File: src/hdl/interleaved_vram_pixel_decoder_top_macros.svh
// ---------------------------------------------------------------------------
// Assertion macros for the interleaved video memory pixel decoder
// Shared wrappers so every checked module reports the same way.
// ---------------------------------------------------------------------------
`ifndef INTERLEAVED_VRAM_PIXEL_DECODER_TOP_MACROS_SVH
`define INTERLEAVED_VRAM_PIXEL_DECODER_TOP_MACROS_SVH

// same-cycle implication, ignored while reset is high
`define IVPD_ASSERT_NOW(label, ante, cons, msg) \
   label: assert property (@(posedge clock) disable iff (reset) (ante) |-> (cons)) \
      else $error(msg);

// next-cycle implication, ignored while reset is high
`define IVPD_ASSERT_NEXT(label, ante, cons, msg) \
   label: assert property (@(posedge clock) disable iff (reset) (ante) |=> (cons)) \
      else $error(msg);

`endif

File: src/hdl/ivpd_pkg.sv
// ---------------------------------------------------------------------------
// ivpd_pkg
// Shared types, constants and palette for the pixel decoder.
// ---------------------------------------------------------------------------
package ivpd_pkg;

   // field widths
   localparam int ROW_W   = 8;
   localparam int COL_W   = 7;
   localparam int ADDR_W  = 14;
   localparam int X_W     = 10;
   localparam int PEN_W   = 4;
   localparam int LEVEL_W = 8;
   localparam int BYTE_W  = 8;
   localparam int PIX_W   = 3;

   // geometry defaults
   localparam int SCREEN_ROWS_DEF   = 200;
   localparam int BYTES_PER_ROW_DEF = 80;
   localparam int MEMORY_BYTES      = 16384;
   localparam int BANK_SHIFT        = 11;   // 0x0800 bytes per bank

   // decoupling queue
   localparam int QUEUE_DEPTH = 4;

   // levels
   localparam logic [LEVEL_W-1:0] LVL_OFF  = 8'd0;
   localparam logic [LEVEL_W-1:0] LVL_HALF = 8'd128;
   localparam logic [LEVEL_W-1:0] LVL_FULL = 8'd255;

   // register codes
   localparam logic [1:0] CSR_MODE_RESET = 2'd1;

   typedef enum logic [1:0] {
      MODE_PEN16 = 2'd0,
      MODE_PEN4  = 2'd1,
      MODE_PEN2  = 2'd2
   } mode_type;

   typedef struct packed {
      logic [LEVEL_W-1:0] red;
      logic [LEVEL_W-1:0] green;
      logic [LEVEL_W-1:0] blue;
   } colour_type;

   // one decoded byte waiting for the back end
   typedef struct packed {
      logic [BYTE_W-1:0] screen_byte;
      mode_type          mode;
      logic [COL_W-1:0]  column;
      logic [ROW_W-1:0]  row;
      logic [ADDR_W-1:0] address;
      logic              frame_end;
   } job_type;

   // index of the final pixel of a byte
   function automatic logic [PIX_W-1:0] mode_last_pixel(mode_type mode);
      logic [PIX_W-1:0] last;
      unique case (mode)
         MODE_PEN16: last = 3'd1;
         MODE_PEN4:  last = 3'd3;
         default:    last = 3'd7;
      endcase
      return last;
   endfunction

   // log2 of pixels per byte
   function automatic logic [1:0] mode_shift(mode_type mode);
      logic [1:0] sh;
      unique case (mode)
         MODE_PEN16: sh = 2'd1;
         MODE_PEN4:  sh = 2'd2;
         default:    sh = 2'd3;
      endcase
      return sh;
   endfunction

   // fixed palettes
   function automatic colour_type palette_lookup(mode_type mode, logic [PEN_W-1:0] pen);
      colour_type c;
      c = '{red: LVL_OFF, green: LVL_OFF, blue: LVL_OFF};
      unique case (mode)
         MODE_PEN16: begin
            case (pen)
               4'd0:    c = '{LVL_OFF,  LVL_OFF,  LVL_OFF};
               4'd1:    c = '{LVL_OFF,  LVL_OFF,  LVL_HALF};
               4'd2:    c = '{LVL_OFF,  LVL_OFF,  LVL_FULL};
               4'd3:    c = '{LVL_HALF, LVL_OFF,  LVL_OFF};
               4'd4:    c = '{LVL_HALF, LVL_OFF,  LVL_HALF};
               4'd5:    c = '{LVL_HALF, LVL_OFF,  LVL_FULL};
               4'd6:    c = '{LVL_FULL, LVL_OFF,  LVL_OFF};
               4'd7:    c = '{LVL_FULL, LVL_OFF,  LVL_HALF};
               4'd8:    c = '{LVL_FULL, LVL_OFF,  LVL_FULL};
               4'd9:    c = '{LVL_OFF,  LVL_HALF, LVL_OFF};
               4'd10:   c = '{LVL_OFF,  LVL_HALF, LVL_HALF};
               4'd11:   c = '{LVL_OFF,  LVL_HALF, LVL_FULL};
               4'd12:   c = '{LVL_HALF, LVL_HALF, LVL_OFF};
               4'd13:   c = '{LVL_HALF, LVL_HALF, LVL_HALF};
               4'd14:   c = '{LVL_HALF, LVL_HALF, LVL_FULL};
               default: c = '{LVL_OFF,  LVL_FULL, LVL_OFF};
            endcase
         end
         MODE_PEN4: begin
            // black, yellow, cyan, white
            c.red   = (pen == 4'd1 || pen == 4'd3) ? LVL_FULL : LVL_OFF;
            c.green = (pen != 4'd0) ? LVL_FULL : LVL_OFF;
            c.blue  = (pen >= 4'd2) ? LVL_FULL : LVL_OFF;
         end
         default: begin
            c.red   = (pen != 4'd0) ? LVL_FULL : LVL_OFF;
            c.green = c.red;
            c.blue  = c.red;
         end
      endcase
      return c;
   endfunction

endpackage

File: src/hdl/ivpd_front.sv
// ---------------------------------------------------------------------------
// ivpd_front
// Accepts screen words, tracks raster position and builds decode jobs.
// ---------------------------------------------------------------------------
module ivpd_front #(
   parameter int SCREEN_ROWS   = ivpd_pkg::SCREEN_ROWS_DEF,
   parameter int BYTES_PER_ROW = ivpd_pkg::BYTES_PER_ROW_DEF
) (
   input  logic                        clock,
   input  logic                        reset,
   input  logic                        csr_write_enable,
   input  logic [1:0]                  csr_write_data,
   input  logic                        req_valid,
   output logic                        req_ready,
   input  logic [ivpd_pkg::BYTE_W-1:0] req_screen_byte,
   output logic                        push_valid,
   input  logic                        push_ready,
   output ivpd_pkg::job_type           push_job
);
   import ivpd_pkg::*;

   localparam logic [ROW_W-1:0]  LAST_ROW     = ROW_W'(SCREEN_ROWS - 1);
   localparam logic [COL_W-1:0]  LAST_COL     = COL_W'(BYTES_PER_ROW - 1);
   localparam logic [ADDR_W-1:0] GROUP_STRIDE = ADDR_W'(BYTES_PER_ROW);

   logic [1:0]        mode_ff, mode_in;
   logic [ROW_W-1:0]  row_ff, row_in;
   logic [COL_W-1:0]  col_ff, col_in;
   logic              accept;
   mode_type          mode_eff;
   logic [ADDR_W-1:0] bank_base;
   logic [ADDR_W-1:0] group_offset;

   assign req_ready  = push_ready;
   assign push_valid = req_valid;
   assign accept     = req_valid && push_ready;

   // mode register; code 3 decodes as the 8-pixel mode
   always_comb begin
      mode_in = csr_write_enable ? csr_write_data : mode_ff;
      if (mode_ff == MODE_PEN16) begin
         mode_eff = MODE_PEN16;
      end else if (mode_ff == MODE_PEN4) begin
         mode_eff = MODE_PEN4;
      end else begin
         mode_eff = MODE_PEN2;
      end
   end

   // interleaved address, wraps at the memory size
   assign bank_base    = ADDR_W'(row_ff[2:0]) << BANK_SHIFT;
   assign group_offset = ADDR_W'(row_ff[ROW_W-1:3]) * GROUP_STRIDE;

   always_comb begin
      push_job.screen_byte = req_screen_byte;
      push_job.mode        = mode_eff;
      push_job.column      = col_ff;
      push_job.row         = row_ff;
      push_job.address     = bank_base + group_offset + ADDR_W'(col_ff);
      push_job.frame_end   = (row_ff == LAST_ROW) && (col_ff == LAST_COL);
   end

   // raster counters
   always_comb begin
      row_in = row_ff;
      col_in = col_ff;
      if (accept) begin
         if (col_ff == LAST_COL) begin
            col_in = '0;
            row_in = (row_ff == LAST_ROW) ? '0 : row_ff + 1'b1;
         end else begin
            col_in = col_ff + 1'b1;
         end
      end
   end

   always_ff @(posedge clock) begin
      if (reset) begin
         mode_ff <= CSR_MODE_RESET;
         row_ff  <= '0;
         col_ff  <= '0;
      end else begin
         mode_ff <= mode_in;
         row_ff  <= row_in;
         col_ff  <= col_in;
      end
   end

endmodule

File: src/hdl/ivpd_queue.sv
// ---------------------------------------------------------------------------
// ivpd_queue
// Short job queue between the front and back ends.
// ---------------------------------------------------------------------------
`include "interleaved_vram_pixel_decoder_top_macros.svh"

module ivpd_queue (
   input  logic              clock,
   input  logic              reset,
   input  logic              push_valid,
   output logic              push_ready,
   input  ivpd_pkg::job_type push_job,
   output logic              pop_valid,
   input  logic              pop_ready,
   output ivpd_pkg::job_type pop_job
);
   import ivpd_pkg::*;

   localparam int PTR_W = $clog2(QUEUE_DEPTH);
   localparam int CNT_W = $clog2(QUEUE_DEPTH + 1);
   localparam logic [CNT_W-1:0] FULL_COUNT = CNT_W'(QUEUE_DEPTH);

   job_type           slots_ff [QUEUE_DEPTH];
   logic [PTR_W-1:0]  wr_ptr_ff, wr_ptr_in;
   logic [PTR_W-1:0]  rd_ptr_ff, rd_ptr_in;
   logic [CNT_W-1:0]  count_ff, count_in;
   logic              push, pop;

   assign push_ready = (count_ff != FULL_COUNT);
   assign pop_valid  = (count_ff != '0);
   assign pop_job    = slots_ff[rd_ptr_ff];
   assign push       = push_valid && push_ready;
   assign pop        = pop_valid && pop_ready;

   // pointer and fill bookkeeping
   always_comb begin
      wr_ptr_in = push ? wr_ptr_ff + 1'b1 : wr_ptr_ff;
      rd_ptr_in = pop ? rd_ptr_ff + 1'b1 : rd_ptr_ff;
      count_in  = count_ff;
      if (push && !pop) begin
         count_in = count_ff + 1'b1;
      end else if (pop && !push) begin
         count_in = count_ff - 1'b1;
      end
   end

   always_ff @(posedge clock) begin
      if (reset) begin
         wr_ptr_ff <= '0;
         rd_ptr_ff <= '0;
         count_ff  <= '0;
      end else begin
         wr_ptr_ff <= wr_ptr_in;
         rd_ptr_ff <= rd_ptr_in;
         count_ff  <= count_in;
      end
   end

   // slot storage
   always_ff @(posedge clock) begin
      if (push) begin
         slots_ff[wr_ptr_ff] <= push_job;
      end
   end

   `IVPD_ASSERT_NOW(a_count_bound, 1'b1, count_ff <= FULL_COUNT, "queue count overflow")
   `IVPD_ASSERT_NEXT(a_push_counts, push && !pop, count_ff == $past(count_ff) + 1'b1, "push lost")
   `IVPD_ASSERT_NEXT(a_pop_counts, pop && !push, count_ff == $past(count_ff) - 1'b1, "pop lost")

endmodule

File: src/hdl/ivpd_back.sv
// ---------------------------------------------------------------------------
// ivpd_back
// Walks each job's pixels into the output register, one per stall-free cycle.
// ---------------------------------------------------------------------------
`include "interleaved_vram_pixel_decoder_top_macros.svh"

module ivpd_back (
   input  logic                         clock,
   input  logic                         reset,
   input  logic                         job_valid,
   output logic                         job_ready,
   input  ivpd_pkg::job_type            job,
   output logic                         rsp_valid,
   input  logic                         rsp_ready,
   output logic [ivpd_pkg::X_W-1:0]     rsp_pixel_x,
   output logic [ivpd_pkg::ROW_W-1:0]   rsp_pixel_row,
   output logic [ivpd_pkg::ADDR_W-1:0]  rsp_source_address,
   output logic [ivpd_pkg::PEN_W-1:0]   rsp_pen_index,
   output logic [ivpd_pkg::LEVEL_W-1:0] rsp_red,
   output logic [ivpd_pkg::LEVEL_W-1:0] rsp_green,
   output logic [ivpd_pkg::LEVEL_W-1:0] rsp_blue,
   output logic                         rsp_last_of_byte,
   output logic                         rsp_last_of_frame
);
   import ivpd_pkg::*;

   // current job
   logic              cur_valid_ff, cur_valid_in;
   job_type           cur_ff, cur_in;
   logic [PIX_W-1:0]  pix_ff, pix_in;

   // output word
   logic              out_valid_ff, out_valid_in;
   logic [X_W-1:0]    x_ff;
   logic [ROW_W-1:0]  row_ff;
   logic [ADDR_W-1:0] addr_ff;
   logic [PEN_W-1:0]  pen_ff;
   colour_type        colour_ff;
   logic              last_byte_ff;
   logic              last_frame_ff;

   logic              out_load;
   logic              advance;
   logic              last_pix;
   logic [PEN_W-1:0]  pen;
   logic [1:0]        s2;
   logic [PIX_W-1:0]  s4;
   logic [X_W-1:0]    x_val;

   assign out_load  = !out_valid_ff || rsp_ready;
   assign advance   = cur_valid_ff && out_load;
   assign last_pix  = (pix_ff == mode_last_pixel(cur_ff.mode));
   assign job_ready = !cur_valid_ff || (advance && last_pix);

   // pen unpack, bits interleaved per mode
   always_comb begin
      s2  = {1'b0, pix_ff[0]};
      s4  = {1'b0, pix_ff[1:0]};
      pen = '0;
      unique case (cur_ff.mode)
         MODE_PEN16: begin
            pen = {cur_ff.screen_byte[3'd1 - 3'(s2)],
                   cur_ff.screen_byte[3'd5 - 3'(s2)],
                   cur_ff.screen_byte[3'd3 - 3'(s2)],
                   cur_ff.screen_byte[3'd7 - 3'(s2)]};
         end
         MODE_PEN4: begin
            pen = {2'b00, cur_ff.screen_byte[3'd7 - s4], cur_ff.screen_byte[3'd3 - s4]};
         end
         default: begin
            pen = {3'b000, cur_ff.screen_byte[3'd7 - pix_ff]};
         end
      endcase
   end

   assign x_val = (X_W'(cur_ff.column) << mode_shift(cur_ff.mode)) + X_W'(pix_ff);

   // job and pixel sequencing
   always_comb begin
      cur_valid_in = cur_valid_ff;
      cur_in       = cur_ff;
      pix_in       = pix_ff;
      if (job_ready) begin
         cur_valid_in = job_valid;
         cur_in       = job;
         pix_in       = '0;
      end else if (advance) begin
         pix_in = pix_ff + 1'b1;
      end
      out_valid_in = out_load ? cur_valid_ff : out_valid_ff;
   end

   always_ff @(posedge clock) begin
      if (reset) begin
         cur_valid_ff <= 1'b0;
         out_valid_ff <= 1'b0;
      end else begin
         cur_valid_ff <= cur_valid_in;
         out_valid_ff <= out_valid_in;
      end
   end

   always_ff @(posedge clock) begin
      cur_ff <= cur_in;
      pix_ff <= pix_in;
   end

   // output register
   always_ff @(posedge clock) begin
      if (advance) begin
         x_ff          <= x_val;
         row_ff        <= cur_ff.row;
         addr_ff       <= cur_ff.address;
         pen_ff        <= pen;
         colour_ff     <= palette_lookup(cur_ff.mode, pen);
         last_byte_ff  <= last_pix;
         last_frame_ff <= last_pix && cur_ff.frame_end;
      end
   end

   assign rsp_valid          = out_valid_ff;
   assign rsp_pixel_x        = x_ff;
   assign rsp_pixel_row      = row_ff;
   assign rsp_source_address = addr_ff;
   assign rsp_pen_index      = pen_ff;
   assign rsp_red            = colour_ff.red;
   assign rsp_green          = colour_ff.green;
   assign rsp_blue           = colour_ff.blue;
   assign rsp_last_of_byte   = last_byte_ff;
   assign rsp_last_of_frame  = last_frame_ff;

   `IVPD_ASSERT_NOW(a_frame_on_byte, out_valid_ff && last_frame_ff, last_byte_ff, "frame end off byte end")
   `IVPD_ASSERT_NOW(a_pix_range, cur_valid_ff, pix_ff <= mode_last_pixel(cur_ff.mode), "pixel index past byte")
   `IVPD_ASSERT_NEXT(a_job_kept, advance && !last_pix, cur_valid_ff, "job dropped mid byte")

endmodule

File: src/hdl/interleaved_vram_pixel_decoder_top.sv
// A word accepted by the front end passes the job queue, the current-job register
// and the output register. One pixel per cycle while not stalled; a word gives
// 2, 4 or 8 pixels (mode 0, 1, 2/3). Up to four words queue while pixels stall.
// Reset: synchronous, active high; clears row and column to 0, mode to 1,
// and empties the job queue and output register.
// ---------------------------------------------------------------------------
// interleaved_vram_pixel_decoder_top
// Decodes raster-ordered screen words into addressed, colored pixels.
// ---------------------------------------------------------------------------
module interleaved_vram_pixel_decoder_top #(
   parameter int SCREEN_ROWS   = ivpd_pkg::SCREEN_ROWS_DEF,
   parameter int BYTES_PER_ROW = ivpd_pkg::BYTES_PER_ROW_DEF
) (
   input  logic                         clock,
   input  logic                         reset,
   input  logic                         csr_write_enable,
   input  logic [1:0]                   csr_write_data,
   input  logic                         req_valid,
   output logic                         req_ready,
   input  logic [ivpd_pkg::BYTE_W-1:0]  req_screen_byte,
   output logic                         rsp_valid,
   input  logic                         rsp_ready,
   output logic [ivpd_pkg::X_W-1:0]     rsp_pixel_x,
   output logic [ivpd_pkg::ROW_W-1:0]   rsp_pixel_row,
   output logic [ivpd_pkg::ADDR_W-1:0]  rsp_source_address,
   output logic [ivpd_pkg::PEN_W-1:0]   rsp_pen_index,
   output logic [ivpd_pkg::LEVEL_W-1:0] rsp_red,
   output logic [ivpd_pkg::LEVEL_W-1:0] rsp_green,
   output logic [ivpd_pkg::LEVEL_W-1:0] rsp_blue,
   output logic                         rsp_last_of_byte,
   output logic                         rsp_last_of_frame
);
   import ivpd_pkg::*;

   logic    push_valid, push_ready;
   job_type push_job;
   logic    pop_valid, pop_ready;
   job_type pop_job;

   // front end: counters, address, mode
   ivpd_front #(
      .SCREEN_ROWS   (SCREEN_ROWS),
      .BYTES_PER_ROW (BYTES_PER_ROW)
   ) u_front (
      .clock            (clock),
      .reset            (reset),
      .csr_write_enable (csr_write_enable),
      .csr_write_data   (csr_write_data),
      .req_valid        (req_valid),
      .req_ready        (req_ready),
      .req_screen_byte  (req_screen_byte),
      .push_valid       (push_valid),
      .push_ready       (push_ready),
      .push_job         (push_job)
   );

   // job queue
   ivpd_queue u_queue (
      .clock      (clock),
      .reset      (reset),
      .push_valid (push_valid),
      .push_ready (push_ready),
      .push_job   (push_job),
      .pop_valid  (pop_valid),
      .pop_ready  (pop_ready),
      .pop_job    (pop_job)
   );

   // back end: pixel walk and palette
   ivpd_back u_back (
      .clock              (clock),
      .reset              (reset),
      .job_valid          (pop_valid),
      .job_ready          (pop_ready),
      .job                (pop_job),
      .rsp_valid          (rsp_valid),
      .rsp_ready          (rsp_ready),
      .rsp_pixel_x        (rsp_pixel_x),
      .rsp_pixel_row      (rsp_pixel_row),
      .rsp_source_address (rsp_source_address),
      .rsp_pen_index      (rsp_pen_index),
      .rsp_red            (rsp_red),
      .rsp_green          (rsp_green),
      .rsp_blue           (rsp_blue),
      .rsp_last_of_byte   (rsp_last_of_byte),
      .rsp_last_of_frame  (rsp_last_of_frame)
   );

endmodule

File: config.mk
export PLATFORM = sky130hd
export DESIGN_NAME = interleaved_vram_pixel_decoder_top
export DESIGN_NICKNAME = d
export VERILOG_FILES = /design/src/hdl/ivpd_pkg.sv /design/src/hdl/ivpd_front.sv /design/src/hdl/ivpd_queue.sv /design/src/hdl/ivpd_back.sv /design/src/hdl/interleaved_vram_pixel_decoder_top.sv
export VERILOG_INCLUDE_DIRS = /design/src /design/src/hdl
export SDC_FILE = /design/constraint.sdc
export NUM_CORES = 1
export LEC_CHECK = 0
export ABC_CLOCK_PERIOD_IN_PS = 3250
export BUFFER_PORTS_ARGS = -buffer_cell sky130_fd_sc_hd__buf_2
export CAP_MARGIN = 40
export CORE_AREA = 2 2 129 162
export CTS_CLUSTER_SIZE = 28
export DETAILED_ROUTE_END_ITERATION = 10
export DIE_AREA = 0 0 131 164
export HOLD_SLACK_MARGIN = 0.06
export PLACE_DENSITY = 0.82
export SLEW_MARGIN = 20
export SYNTH_ARGS = -nofsm -noshare
export SYNTH_HDL_FRONTEND = slang
export SYNTH_SLANG_ARGS = --single-unit
export TNS_END_PERCENT = 20
File: constraint.sdc
create_clock -name clock -period 3.25 [get_ports clock]
set_input_delay 0.65 -clock clock [delete_from_list [all_inputs] [get_ports clock]]
set_output_delay 0.65 -clock clock [all_outputs]
set_load 0.1 [all_outputs]
Word-level counts from Yosys, hierarchy flattened
Memory sizes are Yosys's and may differ from the RTL's. A register that Yosys moved wholly into a read port is not among the register bits.
Cells that the tools add are included.
W data, S select, Z words.
{ "totals": {"mem_bits_rw": 160, "rom_bits": 384, "reg_bits": 91, "mem_count": 2, "out_inout_bits": 64, "elab_cells": 105} }
{ "memory_table": {"columns": ["name", "words", "width", "read_ports", "rd_ports_with_merged_regs", "write_ports", "line", "rtl"], "rows": [
  ["(name not given)", 16, 24, 1, 0, 0, "ivpd_pkg.sv:84", "case (pen)"],
  ["u_queue.slots_ff", 4, 40, 1, 1, 1, "ivpd_queue.sv:23", "job_type slots_ff [QUEUE_DEPTH];"]
]} }
{ "op_classes": {"eq_ne": 8, "mul": 1, "magnitude_cmp": 8, "n_reduce_logical": 21, "mux": 29, "add_sub_neg": 17, "n_shift": 1} }
{ "ops": {"columns": ["cell", "count"], "rows": [
  ["$pmux W24 S2", 1],
  ["$mux W8", 4],
  ["$lt A3 B4 Y1 const B", 7],
  ["$bmux W1 S3", 7],
  ["$add A14 B12 Y14", 1],
  ["$add A14 B7 Y14", 1],
  ["$add A10 B3 Y10", 1],
  ["$shl A7 B2 Y10", 1],
  ["$mux W1", 9],
  ["$add A8 B1 Y8 const B", 1],
  ["$eq A8 B8 Y1 const B", 1],
  ["$logic_and A1 B1 Y1", 8],
  ["$mul A5 B3 Y8 const B", 1],
  ["$pmux W4 S2", 1],
  ["$add A7 B1 Y7 const B", 1],
  ["$eq A7 B7 Y1 const B", 1],
  ["$mux W7", 1],
  ["$add A3 B1 Y3 const B", 2],
  ["$mux W3", 2],
  ["$pmux W3 S2", 1],
  ["$add A2 B1 Y2 const B", 2],
  ["$eq A2 B1 Y1 const B", 2],
  ["$eq A4 B1 Y1 const B", 1],
  ["$eq A4 B2 Y1 const B", 1],
  ["20 further kinds", 27]
]} }

Logic depth before layout (Yosys ltp)
Gate-level depths: netlist of the first run.
{ "depth": {"ltp_word": 9, "depth_mapped": 11, "ltp_nobuf": 10} }

Modules after synthesis
Synthesis of the first run repeated with hierarchy kept, for this count alone.
{ "hier_totals": {"hier_cells": 684, "area_unflattened_um2": 11598.6} }
{ "modules_own_cells": {"columns": ["mod", "area_per_inst_um2", "seq_area_each_um2", "n_inst", "cells_per_inst"], "rows": [
  ["ivpd_queue", 6294.8, 4984.8, 1, 257],
  ["ivpd_back", 3890.0, 2622.5, 1, 259],
  ["ivpd_front", 1413.9, 340.3, 1, 168]
]} }

Worst setup path before layout of the first run
Ideal clock, no wire load.
{ "synth_timing": {"kind": "register to register", "start": "register u_front.row_ff[4]", "end": "memory u_queue.slots_ff[0][14] (netlist bit), data pin", "path_stages_with_launch": 11, "arrival_time_ns": 2.826, "period_less_slack_ns": 3.104, "path_slack_ns": 0.146, "required_ns": 2.972, "cell_sequence": "dfxtp_1 ha_1 ha_1 fa_1 a21oi_1 nor2b_1 ha_1 and3_1 and4_1 o211a_1 or3_1"} }
{ "synth_lines": {"columns": ["item", "line", "rtl"], "rows": [
  ["start: declaration", "ivpd_front.sv:27", "logic [ROW_W-1:0] row_ff, row_in;"],
  ["start signal: assignment", "ivpd_front.sv:84", "row_ff <= row_in;"],
  ["end: declaration", "ivpd_queue.sv:23", null]
]} }

==> impl_metrics.py, run 1 <==
metrics = {
    "setup_path": {
        "r2r-end": "u_queue.slots_ff[0][14]",
        "cp_max_fo": 4,
        "cp-end-kind": "flip-flop",
        "reg2reg_from": "u_front.row_ff[4]",
        "cp-endpoint": "u_queue.slots_ff[0][14]",
        "cp-start-kind": "flip-flop",
        "worstSetupPathType": "flip-flop to flip-flop",
        "reg2regPathDepth": 10,
        "cp.arrival_ns": 3.38,
        "cp-startpoint": "u_front.row_ff[4]",
        "required_ns": 3.48,
        "reg2reg_slack_ns": 0.09,
    },
    "clock_tree": {
        "cts_hold_buf": 0,
        "cts.sinks": 253,
        "clk_pin_slew_ns": 0.07,
        "clockBufferDepth": 3,
        "cts_max_level": 1,
        "clock_latency_ns": 0.50,
        "ctsResizeCount": 0,
        "post_cts_buffers": 0,
        "numCtsBuffers": 22,
        "cts-root-buf": "clkbuf_16",
        "cts_tree": "yes",
    },
    "placement": {
        "dp_hpwl_um": 12300,
        "globalplace.congestion": 0.879,
        "portBuffers": 78,
    },
    "synthesis": {
        "ys_async_sr_fraction_pct": 0,
        "syn-num-nets": 683,
        "yosys_warnings": 0,
        "ys_types": 67,
        "yosysSeqAreaShare_pct": 68.9,
        "ys_seq_elements": 253,
        "yosys-top-cells-count": "edfxtp_1 (224), mux4_2 (37), dfxtp_1 (29)",
        "synth_top_cell_by_area": "edfxtp_1",
        "synth.most_common_cell": "edfxtp_1",
        "syn_area_per_cell_um2": 16.7,
        "synth_edf_count": 224,
        "ys.flop_type": "edfxtp_1",
        "yosysTopAreaCellShare_pct": 63.4,
        "synthCells": 636,
        "synth.area.top_cells": "edfxtp_1 (63%), mux4_2 (7.9%), dfxtp_1 (5.5%), ha_1 (3.3%), buf_4 (1.4%)",
        "synth.cell_area_um2": 10600,
    },
    "floorplan": {
        "dieArea_um2": 21500,
        "die_h_um": 164,
        "die_x_um": 131,
        "ios": 79,
        "start_util_pct": 53.2,
        "coreArea_um2": 20000,
        "num_rows": 58,
    },
    "sta": {
        "fin_crit_sh_pct": 97.1,
        "min_period_ns": 3.16,
        "worst_slew_pin_slew_ns": 0.755,
        "finalHoldViolCount": 0,
        "slew_violations": 0,
        "max_freq_mhz": 317,
        "skew_ns": 0.0119,
        "setup_viol": 0,
        "slew_headroom_pct": 48.2,
        "setup_tns_ns": 0,
        "rsz0062_at_grt": "false",
    },
    "run_status": {
        "status": "finished, final reports clean",
    },
    "drt": {
        "ant_nets": 0,
        "dr.pass1.iters": 5,
        "drc": 0,
        "routed_via_density": 5.70,
        "via_count": 5693,
        "finalWirelength_um": 19300,
        "drt_iter0_drc": 524,
        "wire_per_inst_um": 19.3,
    },
    "layout": {
        "fin_nets": 760,
        "diodes": 0,
        "area_growth_pct": 12.5,
        "drive_gt1_share_pct": 26.1,
        "post-route-util_pct": 59.8,
    },
    "grt": {
        "gr-total-overflow": 0,
        "grt_pass1_vias": 5989,
        "grt_max_degree": 39,
        "track_usage_pct": 18.8,
        "antenna_found_initial": 0,
        "grt_first_pass_wirelength_um": 30900,
    },
    "min_path": {
        "min_path_type": "input port to flip-flop",
    },
    "job": {
        "cap_violations": 0,
    },
}
==> flip-flops by register name, summed over array words and instances (netlist names) <==
| register | cells |
|---|---|
| u_front.col_ff | 7 |
| u_back.pix_ff | 3 |
| u_queue.rd_ptr_ff | 2 |
| u_back.rsp_green | 2 |
| u_back.rsp_blue | 2 |
| u_back.rsp_last_of_byte | 1 |
| u_front.mode_ff | 2 |
| u_back.rsp_source_address | 14 |
| u_back.rsp_pixel_row | 8 |
| u_back.rsp_pen_index | 4 |
| u_back.rsp_last_of_frame | 1 |
| u_back.rsp_red | 2 |
| u_queue.count_ff | 3 |
| u_back.cur_valid_ff | 1 |
| u_back.cur_ff | 36 |
| u_back.rsp_pixel_x | 10 |
| u_queue.wr_ptr_ff | 2 |
| u_queue.slots_ff | 144 |
| u_front.row_ff | 8 |
| u_back.rsp_valid | 1 |
==> critical path, stage by stage, from the launching register on <==
cell and delay [ns]:
dfxtp_1 0.32, ha_1 0.30, ha_1 0.23, fa_1 0.43, a21oi_1 0.18, nor2b_1 0.07
ha_1 0.34, and3_1 0.20, and4_1 0.21, o211a_1 0.20, or3_1 0.40
==> per-stage QoR <==
step / hold slack (ns) / worst slack [ns] / area (um2) / instances
after floorplan: 0.400 / 0.146 / 10600 / 636
after global placement: 0.403 / 0.200 / 11200 / 958
after detailed placement: 0.405 / 0.0756 / 11200 / 959
after CTS: 0.362 / 0.0650 / 11900 / 999
after global routing: 0.366 / 0.00873 / 11900 / 999
final: 0.379 / 0.0937 / 11900 / 999
==> area by class of cell <==
| class | count | area (um2) |
|---|---|---|
| fill | 1376 | 8010 |
| sequential | 253 | 7310 |
| clock buffer | 31 | 626 |
| tap | 270 | 338 |
| inverter | 19 | 71.3 |
| clock inverter | 9 | 80.1 |
| multi-input combinational | 324 | 3000 |
| timing repair buffer | 93 | 523 |
==> how the worst min path moves through the flow <==
stage,from,end,slack [ns],depth (start not counted)
final,req_screen_byte[1],u_queue.slots_ff[3][33],0.38,1
after global placement,u_back.cur_ff[16],u_back.rsp_pixel_row[1],0.40,0
after global routing,req_screen_byte[7],u_queue.slots_ff[1][39],0.37,1
after detailed placement,u_back.cur_ff[20],u_back.rsp_pixel_row[5],0.40,0
after CTS,req_screen_byte[1],u_queue.slots_ff[3][33],0.36,1
after floorplan,u_back.cur_ff[15],u_back.rsp_pixel_row[0],0.40,0
==> per-layer routing <==
metal	wire length (um)	track usage (%)	share of wire, %
met5	0	0	0
met4	446	7.40	2.3
met3	976	2.80	5.0
met2	10600	34.2	55
met1	7280	22.1	38
==> cell usage in the layout (no fill, tap or decap), types with 9 or more instances in the layout <==
master / n
xor2_1: 13
dfxtp_1: 27
or3_1: 10
nor2b_1: 13
a21oi_1: 28
edfxtp_1: 224
nand3_1: 11
buf_2: 78
clkbuf_16: 23
buf_4: 14
xnor2_1: 12
nor3_1: 9
mux2i_1: 15
ha_1: 28
o21ai_0: 11
nand2_1: 28
mux4_2: 37
inv_1: 19
nor2_1: 25
==> logic make-up (layout without fill, tap and decap cells) <==
| kind of cell | count (synthesis) | in the layout | synth area share (%) |
|---|---|---|---|
| fa+ha+maj | 32 | 32 | 4.06 |
| mux | 64 | 64 | 10.6 |
| buf+inv | 59 | 152 | 2.94 |
| compound gates | 71 | 71 | 4.73 |
| flops | 253 | 253 | 68.9 |
| simple gates | 131 | 131 | 6.73 |
| xor+xnor | 25 | 25 | 2.06 |
| other cells | 1 | 1 | 0.0353 |
Power of run 1 is not shown: default switching activity piles up to over one toggle a cycle in this logic, so the estimate is an artifact.
==> inputs of run 2 (changes only) <==
ABC_AREA = 1   (was default)
PLACE_DENSITY = 0.81   (was 0.82)
==> impl_metrics.py, run 2 <==
metrics = {
    "clock_tree": {
        "cts_tree": "yes",
        "cts-root-buf": "clkbuf_16",
        "cts_max_level": 1,
        "post_cts_buffers": 0,
        "cts_hold_buf": 0,
        "numCtsBuffers": 22,
        "clock_latency_ns": 0.51,
        "clk_pin_slew_ns": 0.07,
        "cts.sinks": 253,
        "clockBufferDepth": 3,
        "ctsResizeCount": 0,
    },
    "layout": {
        "largest_reg_flops": 144,
        "drive_gt1_share_pct": 17.3,
        "final_cell_mix": "edfxtp_1 (224), nor2_1 (106), nand2_1 (91)",
        "top_register": "u_queue.slots_ff",
        "fin_nets": 980,
        "area_growth_pct": 13.6,
        "diodes": 0,
        "final_area_um2": 12000,
        "final_common_cell": "edfxtp_1",
    },
    "grt": {
        "grt_max_degree": 75,
        "antenna_found_initial": 0,
        "track_usage_pct": 18.5,
        "grt_first_pass_wirelength_um": 31000,
        "grt_pass1_vias": 6303,
        "gr-total-overflow": 0,
    },
    "sta": {
        "final.setup.worst_slack_ns": 0.692,
        "fin_crit_sh_pct": 78.7,
        "slew_headroom_pct": 48.8,
        "setup_tns_ns": 0,
        "min_period_ns": 2.56,
        "worst_slew_pin_slew_ns": 0.767,
        "rsz0062_at_grt": "false",
        "max_freq_mhz": 391,
        "slew_violations": 0,
        "setup_viol": 0,
        "skew_ns": 0.0135,
        "finalHoldViolCount": 0,
    },
    "floorplan": {
        "die_x_um": 131,
        "num_rows": 58,
        "die_h_um": 164,
        "coreArea_um2": 20000,
        "dieArea_um2": 21500,
        "start_util_pct": 52.9,
        "ios": 79,
    },
    "setup_path": {
        "worstSetupPathType": "flip-flop to flip-flop",
        "cp_max_fo": 9,
        "crit_buf_inv": 2,
        "crit_top_cell": "o21ai_1",
        "cp_slowest_cell": "edfxtp_1",
        "cp_top_family": "simple AND/OR/NAND/NOR gates",
        "cp-start-kind": "flip-flop",
        "slowest_delay_ns": 0.55,
        "path_cells": "inv_4 > nand2_2 > or2_2 > nand2_1 > inv_1 > ha_1 > a21oi_1 > o21ai_0 > o21ai_1 > o21ai_1",
        "cp.arrival_ns": 2.81,
        "required_ns": 3.50,
        "cp-end-kind": "flip-flop",
    },
    "synthesis": {
        "synth_edf_count": 224,
        "yosysTopAreaCellShare_pct": 63.7,
        "synth.cell_area_um2": 10600,
        "ys_seq_elements": 253,
        "yosysSeqAreaShare_pct": 69.2,
        "yosys.area_share.simple_pct": 11.0,
        "synth_xor_area_share_pct": 1.41,
        "synth_top_cell_by_area": "edfxtp_1",
        "ys_types": 42,
        "ys_async_sr_fraction_pct": 0,
        "ys.flop_type": "edfxtp_1",
        "syn-num-nets": 912,
        "yosys_warnings": 0,
        "synth_compound_area_share_pct": 9.03,
        "synthCells": 865,
        "synth_top_family_by_area": "simple AND/OR/NAND/NOR gates",
        "muxShareOfSynthArea_pct": 0,
        "synth.area.top_cells": "edfxtp_1 (64%), dfxtp_1 (5.5%), o21ai_0 (4.2%), nor2_1 (3.9%), ha_1 (3.3%)",
        "synth.most_common_cell": "edfxtp_1",
        "synth_adder_area_share_pct": 4.07,
        "syn_area_per_cell_um2": 12.2,
        "yosys-top-cells-count": "edfxtp_1 (224), nor2_1 (111), nand2_1 (91), o21ai_0 (89), inv_1 (68)",
    },
    "placement": {
        "dp_slack_ns": 0.722,
        "dp_hpwl_um": 11800,
        "place_area_um2": 11200,
        "portBuffers": 78,
        "globalplace.congestion": 0.863,
    },
    "job": {
        "cap_violations": 0,
    },
    "run_status": {
        "status": "finished, final reports clean",
    },
    "drt": {
        "via_count": 6540,
        "drc": 0,
        "drt_iter0_drc": 533,
        "dr.pass1.iters": 5,
        "wire_per_inst_um": 15.7,
        "ant_nets": 0,
        "finalWirelength_um": 19100,
        "routed_via_density": 5.37,
    },
    "min_path": {
        "min_path_type": "input port to flip-flop",
    },
}
run 2: cell types whose count changed after synthesis, sizes merged, moves of 7 or more:
cell / change
nand3: +24
nand2: +71
clkbuf: +12
mux2i: -16
o21ai: +84
mux4: -37
mux2: -11
nor2b: -13
and3: -7
or3: -10
inv: +58
nor2: +92
o22ai: +36
run 2: per-stage QoR:
stage	hold slack (ns)	instances	util (%)
2_1_floorplan	0.400	865	-
3_3_place_gp	0.401	1179	56.2
3_5_place_dp	0.405	1179	56.2
4_1_cts	0.340	1219	60.1
5_1_grt	0.354	1219	60.1
6_report	0.356	1219	60.1
run 2: cells by family (layout without fill, tap and decap cells):
group	count (synthesis)	count (layout)
XOR/XNOR	17	17
flip-flops	253	253
AND/OR/NAND/NOR	267	267
buffers and inverters	123	207
other	1	1
AO/OA/AOI/OAI	172	172
adder cells (fa/ha/maj)	32	32
run 2: worst reg2reg max path, cell delays in order, from the launching register on:
cell and delay [ns]:
edfxtp_1 0.55, inv_4 0.16, nand2_2 0.13, or2_2 0.32
nand2_1 0.24, inv_1 0.14, ha_1 0.26, a21oi_1 0.21
o21ai_0 0.13, o21ai_1 0.11, o21ai_1 0.07
run 2: cell type report:
type,count,area [um2]
clock buffer,26,597
clock inverter,14,195
fill,1424,7960
inverter,77,292
multi-input combinational,489,2740
sequential,253,7310
tap,270,338
timing repair buffer,90,531
run 2: final timing paths:
path,slack (ns),depth (start not counted),from,to
max reg2reg,0.69,10,u_back.cur_ff[31],u_back.rsp_red[7]
min reg2reg,0.42,0,u_back.cur_ff[10],u_back.rsp_source_address[9]
max,0.69,10,u_back.cur_ff[31],u_back.rsp_red[7]
min,0.36,2,csr_write_enable,u_front.mode_ff[1]
run 2: routing by layer:
metal | vias up | share of wire (%) | GRT usage, %
li1 | 3171 | - | -
met2 | 250 | 51 | 32.4
met5 | - | 0 | 0
met4 | 0 | 1.9 | 6.58
met1 | 3090 | 41 | 23.1
met3 | 29 | 6.3 | 2.93
Power of run 2 is left out for the same reason.
==> inputs of run 3 (changes only) <==
ABC_CLOCK_PERIOD_IN_PS = 2100   (was 3250)
clock period = 2.1 ns   (was 3.25 ns; I/O delays follow)
==> impl_metrics.py, run 3 (synthesized netlist as in run 2, its figures left out) <==
metrics = {
    "sta": {
        "finalHoldViolCount": 0,
        "slew_violations": 0,
        "setup_viol": 22,
        "max_freq_mhz": 444,
        "fin_crit_sh_pct": 107,
        "setup_tns_ns": -2.17,
        "skew_ns": 0.0108,
        "min_period_ns": 2.25,
        "rsz0062_at_grt": "true",
        "final.setup.worst_slack_ns": -0.155,
        "timing.hold.ws_ns": 0.116,
    },
    "layout": {
        "largest_reg_flops": 144,
        "final_common_cell": "edfxtp_1",
        "fin_nets": 1038,
        "top_register": "u_queue.slots_ff",
        "area_growth_pct": 20.6,
        "final_cell_mix": "edfxtp_1 (224), nor2_1 (100), nand2_1 (85)",
        "num-fill-cells": 1344,
        "post-route-util_pct": 63.8,
        "final_area_um2": 12700,
        "drive_gt1_share_pct": 27.0,
        "diodes": 0,
    },
    "drt": {
        "ant_nets": 0,
        "routed_via_density": 5.43,
        "finalWirelength_um": 21400,
        "drt_iter0_drc": 678,
        "dr.pass1.iters": 5,
        "drc": 0,
        "via_count": 6938,
        "wire_per_inst_um": 16.8,
    },
    "setup_path": {
        "worstSetupPathType": "flip-flop to flip-flop",
        "cp-end-kind": "flip-flop",
        "required_ns": 2.36,
        "r2r-end": "u_queue.slots_ff[1][14]",
        "reg2reg_slack_ns": -0.15,
        "cp_max_fo": 4,
        "cp.arrival_ns": 2.51,
        "reg2regPathDepth": 12,
        "cp-start-kind": "flip-flop",
        "reg2reg_from": "u_front.row_ff[6]",
    },
    "grt": {
        "grt_first_pass_wirelength_um": 32300,
        "track_usage_pct": 19.2,
        "gr-total-overflow": 0,
        "antenna_found_initial": 0,
        "grt_max_degree": 75,
        "grt_pass1_vias": 6766,
    },
    "placement": {
        "globalplace.congestion": 0.833,
        "place_area_um2": 11700,
        "dp_hpwl_um": 12500,
        "portBuffers": 78,
    },
    "floorplan": {
        "num_rows": 58,
        "coreArea_um2": 20000,
        "die_h_um": 164,
        "dieArea_um2": 21500,
        "ios": 79,
        "die_x_um": 131,
        "start_util_pct": 52.9,
    },
    "min_path": {
        "worstHoldStart": "csr_write_enable",
        "min_path_type": "input port to flip-flop",
        "min_to": "u_front.mode_ff[1]",
        "holdPathStages": 2,
    },
    "clock_tree": {
        "cts_max_level": 1,
        "cts-root-buf": "clkbuf_16",
        "clk_pin_slew_ns": 0.07,
        "numCtsBuffers": 23,
        "cts.sinks": 253,
        "cts_tree": "yes",
        "clock_latency_ns": 0.51,
        "cts_hold_buf": 0,
        "clockBufferDepth": 3,
    },
    "run_status": {
        "status": "complete, but fails checks",
        "violations": "setup timing",
    },
    "job": {
        "cap_violations": 0,
    },
}
[run 3: cell count changes in the layout (fill, tap and decap cells not counted), sizes merged]
cell | previous run | this run
bufinv | 5 | 3
buf | 90 | 147
clkbuf | 26 | 32
inv | 77 | 78
clkinvlp | 0 | 1
clkinv | 9 | 5
[run 3: per-stage QoR]
step	instances	setup slack, ns
5_1_grt	1278	-0.236
4_1_cts	1272	-0.155
3_5_place_dp	1228	-0.220
3_3_place_gp	1228	-0.166
2_1_floorplan	865	-0.159
6_report	1278	-0.155
[run 3: worst max-delay path, stage by stage, from the launching register on]
cell and delay, ns:
dfxtp_2 0.34, ha_4 0.24, ha_4 0.16, fa_2 0.55, nand2_2 0.08, inv_2 0.06
nand3_2 0.09, nor2_2 0.12, nand3_1 0.08, nand2_1 0.08, nand2_1 0.05, nand2_1 0.06
nand2_2 0.07
[run 3: area by class of cell]
type	instances	area, um2	share of cell area, %
tap	270	338	2.65
sequential	253	7320	57.5
multi-input combinational	489	2960	23.2
clock buffer	32	649	5.10
timing repair buffer	147	1030	8.13
inverter	77	297	2.33
clock inverter	10	135	1.06
[run 3: routing by layer]
metal  vias to the layer above  global-route usage (%)  part of all wire (%)
met1                      3320                    23.0                    39
met5                         -                       0                     0
li1                       3296                       -                     -
met4                         0                    7.45                   2.7
met2                       278                    34.3                    52
met3                        44                    3.19                   6.4
[run 3: timing repair]
action | in CTS | in global routing
buffers inserted | 2 | 6
setup endpoints to repair | 30 | 75
resized for setup | 23 | 45
hold endpoints to repair | 0 | 0
pin swaps | 9 | 26
[run 3: worst max-delay path by stage]
| stage | startpoint | endpoint | slack (ns) | depth (start not counted) |
|---|---|---|---|---|
| floorplan | u_back.cur_ff[31] | u_queue.count_ff[1] | -0.16 | 13 |
| global placement | u_front.row_ff[4] | u_queue.slots_ff[2][14] | -0.17 | 11 |
| detailed placement | u_front.row_ff[4] | u_queue.slots_ff[1][12] | -0.22 | 8 |
| CTS | u_front.row_ff[4] | u_queue.slots_ff[1][14] | -0.16 | 12 |
| global route | u_front.row_ff[6] | u_queue.slots_ff[2][14] | -0.24 | 12 |
| finish | u_front.row_ff[6] | u_queue.slots_ff[1][14] | -0.15 | 12 |
Power of run 3 is left out for the same reason.
